<file path="config.mk">
export PLATFORM = sky130hd
export DESIGN_NAME = bhd_ram
export DESIGN_NICKNAME = d
export VERILOG_FILES = /design/src/rtl/bhd_ram.sv
export SDC_FILE = /design/constraint.sdc
export NUM_CORES = 1
export LEC_CHECK = 0
export BUFFER_PORTS_ARGS = -buffer_cell sky130_fd_sc_hd__buf_2
export CAP_MARGIN = 20
export CORE_ASPECT_RATIO = 0.7
export CORE_MARGIN = 5
export CORE_UTILIZATION = 51
export CTS_CLUSTER_DIAMETER = 100
export DETAILED_ROUTE_END_ITERATION = 16
export PLACE_DENSITY = 0.77
export SLEW_MARGIN = 20
export SYNTH_ARGS = -nofsm -noshare
export SYNTH_HDL_FRONTEND = slang
export SYNTH_SLANG_ARGS = --single-unit
</file>
<file path="constraint.sdc">
create_clock -name i_clk -period 2.3 [get_ports i_clk]
set_clock_uncertainty 0.05 [all_clocks]
set_input_delay 0.46 -clock i_clk [delete_from_list [all_inputs] [get_ports i_clk]]
set_output_delay 0.46 -clock i_clk [all_outputs]
set_load 0.05 [all_outputs]
</file>
<file path="src/rtl/bhd_ram.sv">
// bhd_ram: generic single-clock RAM, one write port, one registered read port.
// Depends on nothing; holds no reset state.
`default_nettype none

module bhd_ram #(
    parameter int WIDTH = 8,
    parameter int DEPTH = 64
) (
    input  wire logic                     i_clk,
    input  wire logic                     i_we,
    input  wire logic [$clog2(DEPTH)-1:0] i_waddr,
    input  wire logic [WIDTH-1:0]         i_wdata,
    input  wire logic                     i_re,
    input  wire logic [$clog2(DEPTH)-1:0] i_raddr,
    output logic      [WIDTH-1:0]         o_rdata
);

    logic [WIDTH-1:0] r_mem [DEPTH];

    always_ff @(posedge i_clk) begin
        if (i_we) begin
            r_mem[i_waddr] <= i_wdata;
        end
        if (i_re) begin
            o_rdata <= r_mem[i_raddr];
        end
    end

endmodule

`default_nettype wire

</file>
==> reports/metrics.cfg, run 1 <==
[outcome]
status=finished clean

[finish]
postLayoutCellArea_um2=23600
fillers=2709
final_nets=1145
drive_gt1_share_pct=33.8
area_delta_synth_final_pct=16.4
num_antenna_cells=0

[floorplanning]
die_y_um=177
rows=61
die_area_um2=43800
die_w_um=248
core_area_um2=39500
ios=31
initial_core_util_pct=51.3

[setup_path]
cp_data_arrival_time_ns=2.43
timing.rr.end=o_rdata[6]$_DFFE_PP_
setup.worst_path.class=flop to flop
cp.required_ns=2.55
reg2regPathDepth=5
timing.rr.start=r_mem[29][6]$_DFFE_PP_
cp_max_fo=1
reg2reg_slack_ns=0.12
cp-start-kind=flop
cp-end-kind=flop

[worst_hold_path]
worstHoldPathCells=1
min_to=o_rdata[2]$_DFFE_PP_
min_from=i_re
holdCritPathClass=input pin to flop

[global_route]
gr-total-overflow=0
grt_use_total_pct=21.3
grt.met3_usage_pct=6.33
antenna_found_initial=1
grt_pass1_vias=10441
met2_usage_pct=31.5
grt_busiest_layer=met1
grt_pass1_wl_um=68100
grtUsageMet1_pct=31.9
grt_max_degree=65

[yosys]
synthTopCellsByArea=edfxtp_1 (77%), mux4_2 (14%), nor2_1 (1.5%), mux2i_1 (1.1%), mux2_2 (0.72%)
synth_seq_cells=520
ys_seq_area_share_pct=77.1
synth.net_count=963
synthArstFlopShare_pct=0
synth_area_leader_cell=edfxtp_1
post_synth_num_cell_types=39
syn_area_per_cell_um2=21.5
yosysMostFrequentCell=edfxtp_1
netlist_area_um2=20200
yosysWarnings=0
postSynthCellCount=940
synth_top_area_share_pct=77.1
synth-edff-count=520
ys_top_cells_by_count=edfxtp_1 (520), mux4_2 (126), nor2_1 (83)
synth_ff_type=edfxtp_1

[cts]
cts_buffer_depth=3
clock_sinks=520
clk_pin_slew_worst_paths_ns=0.07
clk_latency_ns=0.58
cts_buffers=46
cts_setup_buffers=0
cts.repair.resized=0
htreeDepth=2
cts_root_buf=clkbuf_16
cts_hold_buf=0
cts_tree=done

[place]
gp_congestion=0.861
dpl.hpwl_um=29800
dpl_cell_area_um2=22100
port_buffers=30

[routing]
drtAntennaViolNets=0
vias=10399
viasPerCell=6.14
dr.pass1.iters=7
finalWirelength_um=45900
drcViolationCount=0
initialDrtViolationCount=1263
routedWlPerCell_um=27.1

[sta]
setup_viol=0
post-route-period-util_pct=94.7
finalHoldViolations=0
worst_pin_slew_ns=0.673
clock.fmax_mhz=459
rsz0062_at_grt=false
drv_slew=0
hold_slack_ns=0.224
period_needed_ns=2.18
slew_headroom_pct=55.1

[power]
power_frac_clock_pct=39.1
pwr-share-seq_pct=55.1
combPwrFrac_pct=5.9
p_sw_mw=4.02
power_density_nw_per_um2=812
intPower_mw=15.1
p_leak_nw=7.65
irDropWorstVdd_mv=0.733
sw_frac_of_total_pct=21.0

[job]
maxCapViolCount=0

==> cells in the final DEF (no fill, tap or decap), drive strengths merged, types with 3 or more instances in the layout <==
cell	count
a211oi	4
a21oi	3
a221oi	6
a22oi	3
buf	185
bufinv	4
clkbuf	55
clkinv	19
edfxtp	520
inv	4
mux2	13
mux2i	23
mux4	126
nand2	19
nand2b	7
nand3	13
nand3b	3
nor2	83
nor2b	14
nor3	7
o2111ai	3
o21ai	4
o221ai	8
o22ai	8
o2bb2ai	3
==> metrics by stage <==
stage | std cells | TNS, ns | worst slack (ns) | utilization [%] | total power, mW
detailed placement | 1609 | -3.52 | -0.497 | 56.0 | 11.8
floorplan | 940 | 0 | 0.0114 | - | 11.3
global route | 1693 | 0 | 0.0241 | 59.7 | 19.8
CTS | 1693 | 0 | 0.0377 | 59.7 | 19.2
finish | 1693 | 0 | 0.121 | 59.7 | 19.1
global placement | 1609 | -3.36 | -0.471 | 56.0 | 11.8
==> metal layers <==
layer  routed length [µm]  share of wire [%]
met5                   13              0.028
met4                  945                2.1
met3                 4810                 10
met2                21200                 46
met1                19000                 41
==> area by class of cell <==
| class | instances | area [µm²] | area share [%] |
|---|---|---|---|
| multi-input cells | 369 | 4320 | 18.3 |
| repair buffers | 185 | 1500 | 6.38 |
| well taps | 535 | 669 | 2.84 |
| clock inverters | 29 | 265 | 1.13 |
| clock buffers | 55 | 1180 | 5.03 |
| flip-flops and latches | 520 | 15600 | 66.3 |
==> worst max path at each step <==
stage                                       from              endpoint  slack, ns  depth (start not counted)
after floorplan                       i_raddr[0]  o_rdata[3]$_DFFE_PP_       0.01                          6
after global placement                i_raddr[0]  o_rdata[4]$_DFFE_PP_      -0.47                          8
after detailed placement              i_raddr[0]  o_rdata[4]$_DFFE_PP_      -0.50                          6
after CTS                 r_mem[24][4]$_DFFE_PP_  o_rdata[4]$_DFFE_PP_       0.04                          5
after global routing      r_mem[29][6]$_DFFE_PP_  o_rdata[6]$_DFFE_PP_       0.02                          5
final                     r_mem[29][6]$_DFFE_PP_  o_rdata[6]$_DFFE_PP_       0.12                          5
==> state kept, by name (all words and copies together) (netlist names) <==
name,flops
r_mem,512
o_rdata,8
==> worst max-delay path, stage by stage, from the launching register on <==
cell	delay [ns]
edfxtp_1	0.38
mux4_2	0.48
mux2_2	0.31
o221a_2	0.28
nor3_1	0.29
o32ai_1	0.13
==> logic make-up after synthesis <==
| kind of cell | count (synthesis) | share of synthesized area (%) |
|---|---|---|
| AND/OR/NAND/NOR | 153 | 3.37 |
| multiplexers | 162 | 15.9 |
| AO/OA/AOI/OAI | 54 | 2.06 |
| flip-flops | 520 | 77.1 |
| buffers and inverters | 51 | 1.56 |
==> power groups by stage <==
stage                     logic, mW  clock network [mW]  registers, mW
final                          1.12                7.47           10.5
after detailed placement       1.10                   0           10.7
after global routing           1.19                8.04           10.5
after floorplan               0.560                   0           10.8
after CTS                      1.11                7.57           10.5
after global placement         1.08                   0           10.7
(Power assumes the default switching activity.)
==> inputs of run 2 (changes only) <==
--- a/config.mk
+++ b/config.mk
@@ -12,6 +12,7 @@
 export CORE_UTILIZATION = 51
 export CTS_CLUSTER_DIAMETER = 100
 export DETAILED_ROUTE_END_ITERATION = 16
+export GPL_TIMING_DRIVEN = 0
 export PLACE_DENSITY = 0.77
 export SLEW_MARGIN = 20
 export SYNTH_ARGS = -nofsm -noshare
==> run 2 against run 1 <==
The run now ends with setup timing left. Register-to-register slack worse by 0.08 ns. Core utilization down 2.3 points. Worst hold slack worse by 0.053 ns. Sequential share of layout area up 2.7 points. Critical path depth up 2. Die area unchanged. Sequential power about the same. Via count down 2.2%. Fmax down 7.1%. Clock-buffer cell count up 1.
==> reports/metrics.cfg, run 2 (synthesis gave the netlist of run 1 again) <==
[outcome]
status=complete, but fails checks
violations=setup timing

[setup_path]
path_cells=buf_2 -> clkdlybuf4s15_1 -> mux4_2 -> o221ai_1 -> a21oi_1 -> o21ai_1 -> o41ai_1
crit_family=buffers and inverters
path_buf_inv=2  ; +2
critPathSlowestCell=clkdlybuf4s15_1
cp_max_fo=10  ; +9
cp-end-kind=flop
cp-start-kind=input pin
max_stage_delay_ns=0.79  ; +0.31 ns
setup.worst_path.class=input pin to flop
cp_data_arrival_time_ns=2.60  ; +0.17 ns
cp.required_ns=2.55  ; about the same

[routing]
drtAntennaViolNets=0  ; unchanged
wl_met3_um=6800  ; +41%
initialDrtViolationCount=1602  ; +27%
finalWirelength_um=48300  ; +5.4%
wl_met1_um=19400  ; +2.6%
routed.top_layer=met5
dr_wl_met2_um=20900  ; -1.4%
routedWlPerCell_um=30.7  ; +13%
drcViolationCount=0  ; unchanged
dr.pass1.iters=6  ; -1
vias=10173  ; -2.2%
viasPerCell=6.45  ; +5.0%

[floorplanning]
ios=31  ; unchanged
die_area_um2=43800  ; unchanged
core_area_um2=39500  ; unchanged
die_y_um=177  ; unchanged
die_w_um=248  ; unchanged
rows=61  ; unchanged
initial_core_util_pct=51.3  ; unchanged

[sta]
worst_pin_slew_ns=1.14  ; +0.468 ns
drv_slew=0  ; unchanged
period_needed_ns=2.35  ; +0.167 ns
setup_viol=1  ; +1
slew_headroom_pct=24.0  ; -31 points
finalHoldViolations=0  ; unchanged
clock.fmax_mhz=426  ; -7.1%
fin_ws_ns=-0.0454  ; -0.167 ns
post-route-period-util_pct=102  ; +7.3 points
tns_ns=-0.0454  ; -0.0454 ns

[place]
port_buffers=22  ; -27%
pre_cts_slack_ns=-1.07  ; -0.570 ns
dpl.hpwl_um=30900  ; +3.9%
dpl_cell_area_um2=21100  ; -4.7%
gp_congestion=0.923  ; +7.2%

[power]
combPwrFrac_pct=5.8  ; about the same
p_sw_mw=4.17  ; +3.7%
irDropWorstVdd_mv=0.846  ; +15%
power_density_nw_per_um2=851  ; +4.9%
sw_frac_of_total_pct=21.6  ; +0.62 points
p_leak_nw=6.99  ; -8.7%
power_frac_clock_pct=39.6  ; +0.5 points
pwr-share-seq_pct=54.6  ; -0.5 points
intPower_mw=15.1  ; about the same

[global_route]
antenna_found_initial=2  ; +1
grt_use_total_pct=22.2  ; +0.96 points
grt_max_degree=65  ; unchanged
gr-total-overflow=0  ; unchanged
grt_pass1_wl_um=69600  ; +2.3%
grt_pass1_vias=9802  ; -6.1%

[finish]
top_register=r_mem
top_regs=r_mem: 512 flops, o_rdata: 8 flops
area_delta_synth_final_pct=11.8
drive_gt1_share_pct=26.0  ; -7.8 points
layout_common_cells=edfxtp_1 (520), mux4_2 (126), nor2_1 (82)
largest_reg_flops=512  ; unchanged
num_antenna_cells=0  ; unchanged
final_common_cell=edfxtp_1
final_nets=1033  ; -9.8%
postLayoutCellArea_um2=22600  ; -3.9%

[cts]
htreeDepth=2  ; unchanged
cts_buffers=47  ; +2.2%
cts_tree=done
clock_sinks=520  ; unchanged
clk_latency_ns=0.59  ; about the same
cts_buffer_depth=3  ; unchanged
clk_pin_slew_worst_paths_ns=0.06  ; about the same
cts_hold_buf=0  ; unchanged
cts_root_buf=clkbuf_16

[job]
maxCapViolCount=0  ; unchanged

[worst_hold_path]
holdCritPathClass=input pin to flop

run 2: changes by cell type in the layout (fill, tap and decap cells not counted), sizes merged:
| cell | previous run | this run |
|---|---|---|
| buf | 185 | 53 |
| clkbuf | 55 | 73 |
| clkdlybuf4s15 | 0 | 2 |
| clkinvlp | 2 | 0 |
| inv | 4 | 2 |
run 2: path summary, 6_finish.rpt:
check,start,to,slack [ns],cells past startpoint
max,i_raddr[2],o_rdata[3]$_DFFE_PP_,-0.05,7
min,i_re,o_rdata[7]$_DFFE_PP_,0.17,1
max reg2reg,r_mem[16][4]$_DFFE_PP_,o_rdata[4]$_DFFE_PP_,0.04,5
min reg2reg,r_mem[5][7]$_DFFE_PP_,o_rdata[7]$_DFFE_PP_,0.96,4
run 2: power by group through the flow:
stage / clock, mW / combinational, mW / sequential [mW]
CTS: 7.70 / 1.08 / 10.5
finish: 7.63 / 1.12 / 10.5
global placement: 0 / 1.04 / 10.7
floorplan: 0 / 0.560 / 10.8
detailed placement: 0 / 1.07 / 10.7
global route: 8.09 / 1.16 / 10.5
run 2: stage by stage:
| step | power (mW) | hold slack (ns) | instances | util, % |
|---|---|---|---|---|
| after floorplan | 11.3 | 0.509 | 940 | - |
| after global placement | 11.8 | 0.744 | 1497 | 53.3 |
| after detailed placement | 11.8 | 0.767 | 1498 | 53.4 |
| after CTS | 19.3 | 0.148 | 1578 | 57.2 |
| after global routing | 19.8 | 0.161 | 1577 | 57.4 |
| final | 19.3 | 0.171 | 1577 | 57.4 |
run 2: timing repair:
item	CTS	global route
setup endpoints to repair	8	8
endpoints found under the hold margin	0	0
buffers inserted	0	0
resized for setup	21	18
cloned	0	0
run 2: per-layer routing:
metal  vias up  global-route usage, %
met5         -                      0
met1      5279                   35.1
met3       101                   6.94
met2       718                   30.8
met4         4                   5.24
li1       4071                      -
run 2: cell type report:
type / instances / area, µm²
timing repair buffer: 23 / 145
sequential: 520 / 15600
tap: 535 / 669
fill: 2760 / 16800
clock inverter: 25 / 254
multi-input combinational: 369 / 4370
buffer: 49 / 373
clock buffer: 56 / 1210
